`src/rtl/cwa_pkg.sv`:
```
// shared types and constants for the cascaded window average unit
package cwa_pkg;

  localparam int SAMPLE_W = 16;

  typedef enum logic [2:0] {
    ST_IDLE,
    ST_READ,
    ST_UPDATE,
    ST_START,
    ST_DIV,
    ST_OUT
  } state_t;

  typedef enum logic [1:0] {
    LVL_SHORT,
    LVL_MID,
    LVL_LONG
  } level_t;

  typedef struct packed {
    logic rd;
    logic wr;
  } lvl_ctrl_t;

  function automatic level_t next_level(level_t lvl);
    level_t res;
    case (lvl)
      LVL_SHORT: res = LVL_MID;
      LVL_MID:   res = LVL_LONG;
      default:   res = LVL_LONG;
    endcase
    return res;
  endfunction

endpackage

```
`src/rtl/cwa_level.sv`:
```
// one window level: circular store, running sum, write position and full flag
module cwa_level #(
  parameter int DEPTH = 60,
  parameter int SUM_W = 22,
  parameter int OUT_W = 22,
  parameter int CNT_W = 7
) (
  input  logic                              clk,
  input  logic                              rst_n,
  input  cwa_pkg::lvl_ctrl_t                ctrl,
  input  logic signed [cwa_pkg::SAMPLE_W-1:0] value,
  output logic signed [OUT_W-1:0]           sum_o,
  output logic [CNT_W-1:0]                  count_o,
  output logic                              cascade_o
);
  import cwa_pkg::*;

  localparam int PW = (DEPTH > 1) ? $clog2(DEPTH) : 1;

  logic signed [SAMPLE_W-1:0] mem [DEPTH];
  logic signed [SAMPLE_W-1:0] old_r;
  logic signed [SUM_W-1:0]    sum_r, sum_nxt;
  logic [CNT_W-1:0]           count_r, count_nxt;
  logic [PW-1:0]              pos_r, pos_nxt;
  logic                       full_r, full_nxt;
  logic                       cascade_r, cascade_nxt;
  logic                       last;

  always_ff @(posedge clk) begin
    if (ctrl.rd) begin
      old_r <= mem[pos_r];
    end
    if (ctrl.wr) begin
      mem[pos_r] <= value;
    end
  end

  always_comb begin
    last        = (pos_r == PW'(DEPTH - 1));
    sum_nxt     = sum_r - (full_r ? SUM_W'(old_r) : '0) + SUM_W'(value);
    count_nxt   = full_r ? CNT_W'(DEPTH) : CNT_W'(pos_r) + CNT_W'(1);
    cascade_nxt = ((pos_r == '0) && !full_r) || last;
    pos_nxt     = last ? '0 : pos_r + PW'(1);
    full_nxt    = full_r | last;
  end

  always_ff @(posedge clk) begin
    if (!rst_n) begin
      sum_r     <= '0;
      count_r   <= CNT_W'(1);
      pos_r     <= '0;
      full_r    <= 1'b0;
      cascade_r <= 1'b0;
    end else if (ctrl.wr) begin
      sum_r     <= sum_nxt;
      count_r   <= count_nxt;
      pos_r     <= pos_nxt;
      full_r    <= full_nxt;
      cascade_r <= cascade_nxt;
    end
  end

  assign sum_o     = OUT_W'(sum_r);
  assign count_o   = count_r;
  assign cascade_o = cascade_r;

endmodule

```
`src/rtl/cwa_div.sv`:
```
// shared serial signed divider, one quotient bit per cycle, truncating toward zero
module cwa_div #(
  parameter int DW = 22,
  parameter int CW = 7
) (
  input  logic                              clk,
  input  logic                              rst_n,
  input  logic                              start,
  input  logic signed [DW-1:0]              dividend,
  input  logic [CW-1:0]                     divisor,
  output logic                              done,
  output logic signed [cwa_pkg::SAMPLE_W-1:0] quotient
);
  import cwa_pkg::*;

  localparam int CNTW = $clog2(DW);

  logic [DW-1:0]   q_r;
  logic [CW-1:0]   rem_r;
  logic [CW-1:0]   dvs_r;
  logic [CNTW-1:0] cnt_r;
  logic            neg_r;
  logic            busy_r;
  logic            done_r;
  logic [CW:0]     rem_sh;
  logic [CW:0]     rem_sub;
  logic            qbit;
  logic [DW-1:0]   q_signed;

  always_comb begin
    rem_sh   = {rem_r, q_r[DW-1]};
    rem_sub  = rem_sh - {1'b0, dvs_r};
    qbit     = (rem_sh >= {1'b0, dvs_r});
    q_signed = neg_r ? (~q_r + DW'(1)) : q_r;
  end

  always_ff @(posedge clk) begin
    if (start) begin
      q_r   <= dividend[DW-1] ? (~dividend + DW'(1)) : dividend;
      rem_r <= '0;
      dvs_r <= divisor;
      neg_r <= dividend[DW-1];
    end else if (busy_r) begin
      q_r   <= {q_r[DW-2:0], qbit};
      rem_r <= qbit ? rem_sub[CW-1:0] : rem_sh[CW-1:0];
    end
  end

  always_ff @(posedge clk) begin
    if (!rst_n) begin
      busy_r <= 1'b0;
      done_r <= 1'b0;
      cnt_r  <= '0;
    end else begin
      done_r <= 1'b0;
      if (start) begin
        busy_r <= 1'b1;
        cnt_r  <= '0;
      end else if (busy_r) begin
        cnt_r <= cnt_r + CNTW'(1);
        if (cnt_r == CNTW'(DW - 1)) begin
          busy_r <= 1'b0;
          done_r <= 1'b1;
        end
      end
    end
  end

  assign done     = done_r;
  assign quotient = q_signed[SAMPLE_W-1:0];

endmodule

```
`src/rtl/cascaded_window_average_unit.sv`:
```
// top level: sequencer running three window levels through one shared divider
//
// input channel in_*: one signed 16-bit temperature sample per transfer,
// in units of 1/256 degree. output channel out_*: one result per sample
// with the short, mid and long averages and two flags telling whether the
// mid and long windows took a new entry on this sample.
// each sample walks the levels in turn, short first, then mid and long only
// while the previous level cascades. per level the sequencer reads the entry
// being replaced, updates the running sum, starts the divider, waits for the
// serial divider to work through a DIV_W-bit dividend (DIV_W is the widest
// running sum, 16 + clog2(depth) bits, 22 at the default depths) and takes
// the quotient. after the last visited level the result is loaded into the
// output register and the sequencer returns to idle.
// in_tready is high only while the sequencer is idle. the result sits in an
// output register, so a stalled receiver holds it while the next sample is
// accepted; the sequencer only waits if a second result is ready first.
// synchronous reset clears sums, positions, full flags and averages; window
// stores need no clearing since an old entry enters a sum only once written.
module cascaded_window_average_unit #(
  parameter int SHORT_DEPTH = 60,
  parameter int MID_DEPTH   = 60,
  parameter int LONG_DEPTH  = 24
) (
  input  logic        clk,
  input  logic        rst_n,
  input  logic        in_tvalid,
  output logic        in_tready,
  input  logic [15:0] in_tdata,   // sample[15:0]
  output logic        out_tvalid,
  input  logic        out_tready,
  output logic [47:0] out_tdata,  // short_average[15:0], mid_average[31:16], long_average[47:32]
  output logic [1:0]  out_tuser   // mid_updated[0], long_updated[1]
);
  import cwa_pkg::*;

  localparam int SHORT_SUM_W = SAMPLE_W + $clog2(SHORT_DEPTH);
  localparam int MID_SUM_W   = SAMPLE_W + $clog2(MID_DEPTH);
  localparam int LONG_SUM_W  = SAMPLE_W + $clog2(LONG_DEPTH);
  localparam int SM_W   = (SHORT_SUM_W > MID_SUM_W) ? SHORT_SUM_W : MID_SUM_W;
  localparam int DIV_W  = (SM_W > LONG_SUM_W) ? SM_W : LONG_SUM_W;
  localparam int SM_D   = (SHORT_DEPTH > MID_DEPTH) ? SHORT_DEPTH : MID_DEPTH;
  localparam int MAX_D  = (SM_D > LONG_DEPTH) ? SM_D : LONG_DEPTH;
  localparam int CNT_W  = $clog2(MAX_D + 1);

  state_t state_r, state_nxt;
  level_t lvl_r;

  logic signed [SAMPLE_W-1:0] value_r;
  logic signed [SAMPLE_W-1:0] short_avg_r, mid_avg_r, long_avg_r;
  logic [1:0]                 upd_r;

  lvl_ctrl_t short_ctrl, mid_ctrl, long_ctrl;

  logic signed [DIV_W-1:0] short_sum, mid_sum, long_sum, cur_sum;
  logic [CNT_W-1:0]        short_cnt, mid_cnt, long_cnt, cur_cnt;
  logic                    short_casc, mid_casc, long_casc, cur_casc;

  logic                       div_start;
  logic                       div_done;
  logic signed [SAMPLE_W-1:0] div_q;

  logic        out_tvalid_r;
  logic [47:0] out_tdata_r;
  logic [1:0]  out_tuser_r;
  logic        out_free;

  cwa_level #(
    .DEPTH (SHORT_DEPTH),
    .SUM_W (SHORT_SUM_W),
    .OUT_W (DIV_W),
    .CNT_W (CNT_W)
  ) u_short (
    .clk       (clk),
    .rst_n     (rst_n),
    .ctrl      (short_ctrl),
    .value     (value_r),
    .sum_o     (short_sum),
    .count_o   (short_cnt),
    .cascade_o (short_casc)
  );

  cwa_level #(
    .DEPTH (MID_DEPTH),
    .SUM_W (MID_SUM_W),
    .OUT_W (DIV_W),
    .CNT_W (CNT_W)
  ) u_mid (
    .clk       (clk),
    .rst_n     (rst_n),
    .ctrl      (mid_ctrl),
    .value     (value_r),
    .sum_o     (mid_sum),
    .count_o   (mid_cnt),
    .cascade_o (mid_casc)
  );

  cwa_level #(
    .DEPTH (LONG_DEPTH),
    .SUM_W (LONG_SUM_W),
    .OUT_W (DIV_W),
    .CNT_W (CNT_W)
  ) u_long (
    .clk       (clk),
    .rst_n     (rst_n),
    .ctrl      (long_ctrl),
    .value     (value_r),
    .sum_o     (long_sum),
    .count_o   (long_cnt),
    .cascade_o (long_casc)
  );

  cwa_div #(
    .DW (DIV_W),
    .CW (CNT_W)
  ) u_div (
    .clk      (clk),
    .rst_n    (rst_n),
    .start    (div_start),
    .dividend (cur_sum),
    .divisor  (cur_cnt),
    .done     (div_done),
    .quotient (div_q)
  );

  always_comb begin
    case (lvl_r)
      LVL_SHORT: begin
        cur_sum  = short_sum;
        cur_cnt  = short_cnt;
        cur_casc = short_casc;
      end
      LVL_MID: begin
        cur_sum  = mid_sum;
        cur_cnt  = mid_cnt;
        cur_casc = mid_casc;
      end
      default: begin
        cur_sum  = long_sum;
        cur_cnt  = long_cnt;
        cur_casc = long_casc;
      end
    endcase
  end

  assign out_free = !out_tvalid_r || out_tready;

  // next state
  always_comb begin
    state_nxt = state_r;
    case (state_r)
      ST_IDLE: begin
        if (in_tvalid) begin
          state_nxt = ST_READ;
        end
      end
      ST_READ:   state_nxt = ST_UPDATE;
      ST_UPDATE: state_nxt = ST_START;
      ST_START:  state_nxt = ST_DIV;
      ST_DIV: begin
        if (div_done) begin
          state_nxt = (cur_casc && (lvl_r != LVL_LONG)) ? ST_READ : ST_OUT;
        end
      end
      ST_OUT: begin
        if (out_free) begin
          state_nxt = ST_IDLE;
        end
      end
      default: state_nxt = ST_IDLE;
    endcase
  end

  // outputs of the sequencer
  always_comb begin
    lvl_ctrl_t c;
    c          = '0;
    in_tready  = 1'b0;
    div_start  = 1'b0;
    short_ctrl = '0;
    mid_ctrl   = '0;
    long_ctrl  = '0;
    case (state_r)
      ST_IDLE:   in_tready = 1'b1;
      ST_READ:   c.rd = 1'b1;
      ST_UPDATE: c.wr = 1'b1;
      ST_START:  div_start = 1'b1;
      default:   c = '0;
    endcase
    case (lvl_r)
      LVL_SHORT: short_ctrl = c;
      LVL_MID:   mid_ctrl   = c;
      default:   long_ctrl  = c;
    endcase
  end

  always_ff @(posedge clk) begin
    if (!rst_n) begin
      state_r      <= ST_IDLE;
      lvl_r        <= LVL_SHORT;
      upd_r        <= '0;
      short_avg_r  <= '0;
      mid_avg_r    <= '0;
      long_avg_r   <= '0;
      out_tvalid_r <= 1'b0;
    end else begin
      state_r <= state_nxt;
      if ((state_r == ST_OUT) && out_free) begin
        out_tvalid_r <= 1'b1;
      end else if (out_tvalid_r && out_tready) begin
        out_tvalid_r <= 1'b0;
      end
      case (state_r)
        ST_IDLE: begin
          if (in_tvalid) begin
            lvl_r <= LVL_SHORT;
            upd_r <= '0;
          end
        end
        ST_DIV: begin
          if (div_done) begin
            case (lvl_r)
              LVL_SHORT: begin
                short_avg_r <= div_q;
                upd_r[0]    <= cur_casc;
              end
              LVL_MID: begin
                mid_avg_r <= div_q;
                upd_r[1]  <= cur_casc;
              end
              default: long_avg_r <= div_q;
            endcase
            if (cur_casc && (lvl_r != LVL_LONG)) begin
              lvl_r <= next_level(lvl_r);
            end
          end
        end
        default: lvl_r <= lvl_r;
      endcase
    end
  end

  always_ff @(posedge clk) begin
    if ((state_r == ST_IDLE) && in_tvalid) begin
      value_r <= in_tdata;
    end else if ((state_r == ST_DIV) && div_done) begin
      value_r <= div_q;
    end
    if ((state_r == ST_OUT) && out_free) begin
      out_tdata_r <= {long_avg_r, mid_avg_r, short_avg_r};
      out_tuser_r <= upd_r;
    end
  end

  assign out_tvalid = out_tvalid_r;
  assign out_tdata  = out_tdata_r;
  assign out_tuser  = out_tuser_r;

`ifndef ASSERT_OFF
  a_accept_starts_read: assert property (@(posedge clk) disable iff (!rst_n)
    (in_tvalid && in_tready) |=> (state_r == ST_READ))
    else $error("accepted sample did not start the short level");

  a_div_done_in_div: assert property (@(posedge clk) disable iff (!rst_n)
    div_done |-> (state_r == ST_DIV))
    else $error("divider finished outside the divide wait");

  a_long_needs_mid: assert property (@(posedge clk) disable iff (!rst_n)
    out_tvalid |-> (!out_tuser[1] || out_tuser[0]))
    else $error("long update flagged without mid update");

  a_out_from_seq: assert property (@(posedge clk) disable iff (!rst_n)
    $rose(out_tvalid_r) |-> ($past(state_r) == ST_OUT))
    else $error("result loaded outside the output step");
`endif

endmodule

```
`config.mk`:
```
export PLATFORM = sky130hd
export DESIGN_NAME = cascaded_window_average_unit
export DESIGN_NICKNAME = d
export VERILOG_FILES = /design/src/rtl/cwa_pkg.sv /design/src/rtl/cwa_level.sv /design/src/rtl/cwa_div.sv /design/src/rtl/cascaded_window_average_unit.sv
export SDC_FILE = /design/constraint.sdc
export NUM_CORES = 2
export LEC_CHECK = 0
export BUFFER_PORTS_ARGS = -buffer_cell sky130_fd_sc_hd__buf_2
export CORE_MARGIN = 1.5
export CORE_UTILIZATION = 57
export DETAILED_ROUTE_END_ITERATION = 6
export PLACE_DENSITY = 0.76
export RECOVER_POWER = 25
export SKIP_LAST_GASP = 1
export SLEW_MARGIN = 30
export SYNTH_ARGS = -nofsm -noshare
export SYNTH_HDL_FRONTEND = slang
export SYNTH_HIERARCHICAL = 1
export SYNTH_SLANG_ARGS = --single-unit
```
`constraint.sdc`:
```
create_clock -name clk -period 4.7 [get_ports clk]
set_input_delay 0.235 -clock clk [delete_from_list [all_inputs] [get_ports clk]]
set_output_delay 0.235 -clock clk [all_outputs]
set_load 0.01 [all_outputs]
```
==> impl_metrics.tcl <==
set metrics [dict create \
    synth_flop_cell "edfxtp_1" \
    ys_seq_elements 2622 \
    io_buffers 71 \
    cts-root-buf "clkbuf_16" \
    fp-row-count 159 \
    cp_max_fo 84 \
    drive_gt1_share_pct 19.1 \
    clk-insertion-delay-late_ps 940 \
    die_area_um2 193000 \
    wl_per_cell_um 30.0 \
    whs_ps 174 \
    layout_commonest_cell "edfxtp_1" \
    fin_nets 7060 \
    finalHoldViolations 0 \
    crit_path_start "value_r[3]" \
    tightest_slew_ps 3440 \
    rsz0062_at_grt "no" \
    arrival_ps 4070 \
    ys_types 101 \
    worstHoldStart "out_tready" \
    maxCapViolCount 16 \
    post_cts_resize_count 0 \
    syn-num-nets 6734 \
    relSlewSlack_pct -129 \
    cellLeakagePower_nw 39.6 \
    dpl.hpwl_um 173000 \
    drtAntennaViolNets 0 \
    route.detailed.drc 6 \
    synth-edff-count 2447 \
    clkSlewWorstSetupHoldPaths_ps 60 \
    grt_overflow 0 \
    dr.pass1.iters 7 \
    grt_pass1_wl_um 419000 \
    grt_pass1_vias 62172 \
    pwr-share-comb_pct 14.5 \
    r2r-start "value_r[3]" \
    power_density_nw_per_um2 465 \
    cp_top_family "buffers and inverters" \
    finalMaxSlewViolations 839 \
    gp_congestion 0.953 \
    core_um2 188000 \
    final-setup-viol-count 0 \
    clock-sinks 2622 \
    critPathKind "flop to flop" \
    ioPinCount 72 \
    tns_ps 0 \
    synthCells 6564 \
    syn_area_um2 108000 \
    timing.fmax_mhz 256 \
    clock_power_share_pct 36.3 \
    fin_crit_sh_pct 83.0 \
    crit_slowest_cell "clkdlybuf4s15_1" \
    htreeDepth 5 \
    finalWirelength_um 287000 \
    routed_via_density 6.66 \
    slowest_delay_ps 2580 \
    p_int_mw 41.6 \
    antenna_found_initial 10 \
    swShare_pct 26.2 \
    cts.path.max_buffers 4 \
    min_path_type "input pin to flop" \
    cts_made_buffers 278 \
    skew_ps 81.9 \
    peakVddDrop_uv 523 \
    post-route-min-period_ps 3900 \
    worstSetupStartpointType "flop" \
    violations "design-rule violations, max-capacitance violations, max-slew violations" \
    required_ps 4870 \
    postSynth.asyncResetShare_pct 0 \
    die_w_um 439 \
    status "finished, violations left" \
    final_util_pct 64.4 \
    grtUsageTotal_pct 29.7 \
    post_cts_buffers 0 \
    seqPwrFrac_pct 49.2 \
    cp.buffers_inverters 1 \
    syn_area_per_cell_um2 16.5 \
    drt_iter0_markers 8448 \
    start_util_pct 57.5 \
    die_y_um 439 \
    final_cell_mix "edfxtp_1, nor2_1, a21oi_1, buf_4, mux4_2" \
    yosys_warnings 6 \
    cp-end-kind "flop" \
    yosysSeqAreaShare_pct 71.1 \
    area_growth_pct 11.9 \
    cts_tree "built" \
    p_sw_mw 14.8 \
    hold_buffers 20 \
    grt_start_max_net_pins 97 \
    crit_chain "clkdlybuf4s15_1" \
    num_vias 63793 \
]
-- power groups by stage --
stage               clock, mW  sequential, mW  combinational (mW)
floorplan                   0            28.7                4.63
CTS                      20.7            27.6                8.07
detailed placement          0            28.1                8.00
finish                   20.5            27.7                8.20
global placement            0            28.1                7.81
global route             21.6            27.7                8.84
-- cells in the mapped netlist, types with 13 or more instances --
library cell / instances / share of area [%]
xor2_1: 40 / 0.32
nand2_1: 258 / 0.89
mux4_2: 292 / 6.1
buf_1: 25 / 0.087
and2_1: 87 / 0.50
clkbuf_1: 158 / 0.55
buf_4: 50 / 0.35
nor2_1: 421 / 1.5
o221ai_1: 17 / 0.14
nor2b_1: 41 / 0.24
o21a_1: 13 / 0.090
buf_2: 117 / 0.54
inv_1: 276 / 0.96
nand3_1: 62 / 0.29
a21o_1: 23 / 0.16
xnor2_1: 48 / 0.39
nor3_1: 38 / 0.18
a22o_1: 35 / 0.28
o22ai_1: 82 / 0.47
a221oi_2: 16 / 0.22
buf_6: 40 / 0.42
o21ai_0: 183 / 0.85
a221o_1: 22 / 0.20
or4_1: 19 / 0.13
mux2_2: 173 / 1.8
a211oi_1: 32 / 0.22
and3_1: 15 / 0.087
or3_1: 21 / 0.12
nand2b_1: 20 / 0.12
edfxtp_1: 2447 / 68
mux2i_1: 268 / 2.5
a221oi_1: 238 / 1.9
a21oi_1: 308 / 1.4
dfxtp_1: 175 / 3.2
a22oi_1: 74 / 0.51
ha_1: 87 / 1.0
nand4_1: 21 / 0.12
o211ai_1: 25 / 0.17
fa_1: 63 / 1.2
-- flip-flops by register name (all words and copies together), names as in the netlist, 21 cells and up --
signal         flops
u_mid/sum_o       22
out_tdata         48
u_long/mem       384
u_long/sum_r      21
u_div/q_r         22
u_short/mem      960
u_mid/mem        960
u_short/sum_o     22
-- final cells by class --
class / instances / area [um2]
diodes: 5 / 12.5
inverters: 282 / 1060
repair buffers: 442 / 3350
flip-flops and latches: 2622 / 77000
clock inverters: 107 / 812
clock buffers: 361 / 7500
multi-input cells: 3264 / 28300
well taps: 2495 / 3120
fillers: 12771 / 67100
-- final timing paths --
check	cells after the start	endpoint	slack [ps]
worst max-delay path	1	u_short/mem[10][3]	800
worst min-delay path	5	out_tvalid	170
worst max register to register	1	u_short/mem[10][3]	800
worst min register to register	0	out_tdata[25]	400
-- cell families (layout without fill, tap and decap cells) --
family | count (synthesis) | after routing | share of synthesized area (%)
AO/OA/AOI/OAI | 1212 | 1212 | 7.83
flip-flops | 2622 | 2622 | 71.1
other | 0 | 5 | 0
AND/OR/NAND/NOR | 1066 | 1066 | 4.63
buffers and inverters | 678 | 1192 | 3.00
multiplexers | 748 | 748 | 10.5
XOR/XNOR | 88 | 88 | 0.712
adder cells (fa/ha/maj) | 150 | 150 | 2.17
-- per-stage QoR --
| step | power, mW | cells | setup slack [ps] | cell area (um2) |
|---|---|---|---|---|
| 2_1_floorplan | 33.4 | 6564 | -385 | 108000 |
| 5_1_grt | 58.1 | 9574 | 546 | 121000 |
| 6_report | 56.4 | 9578 | 797 | 121000 |
| 3_3_place_gp | 35.9 | 9080 | 1040 | 113000 |
| 4_1_cts | 56.3 | 9570 | 961 | 121000 |
| 3_5_place_dp | 36.1 | 9082 | 978 | 113000 |
-- routing by layer --
metal  wire [um]  up-vias  GRT usage (%)  share of wire, %
met5         101        -              0             0.035
met4       14900       14           13.3               5.2
met3       34500      878           6.88                12
met2      132000     4388           45.5                46
met1      106000    32027           41.0                37
li1            -    26486              -                 -
Note: power is estimated with default switching activity, not from simulation.
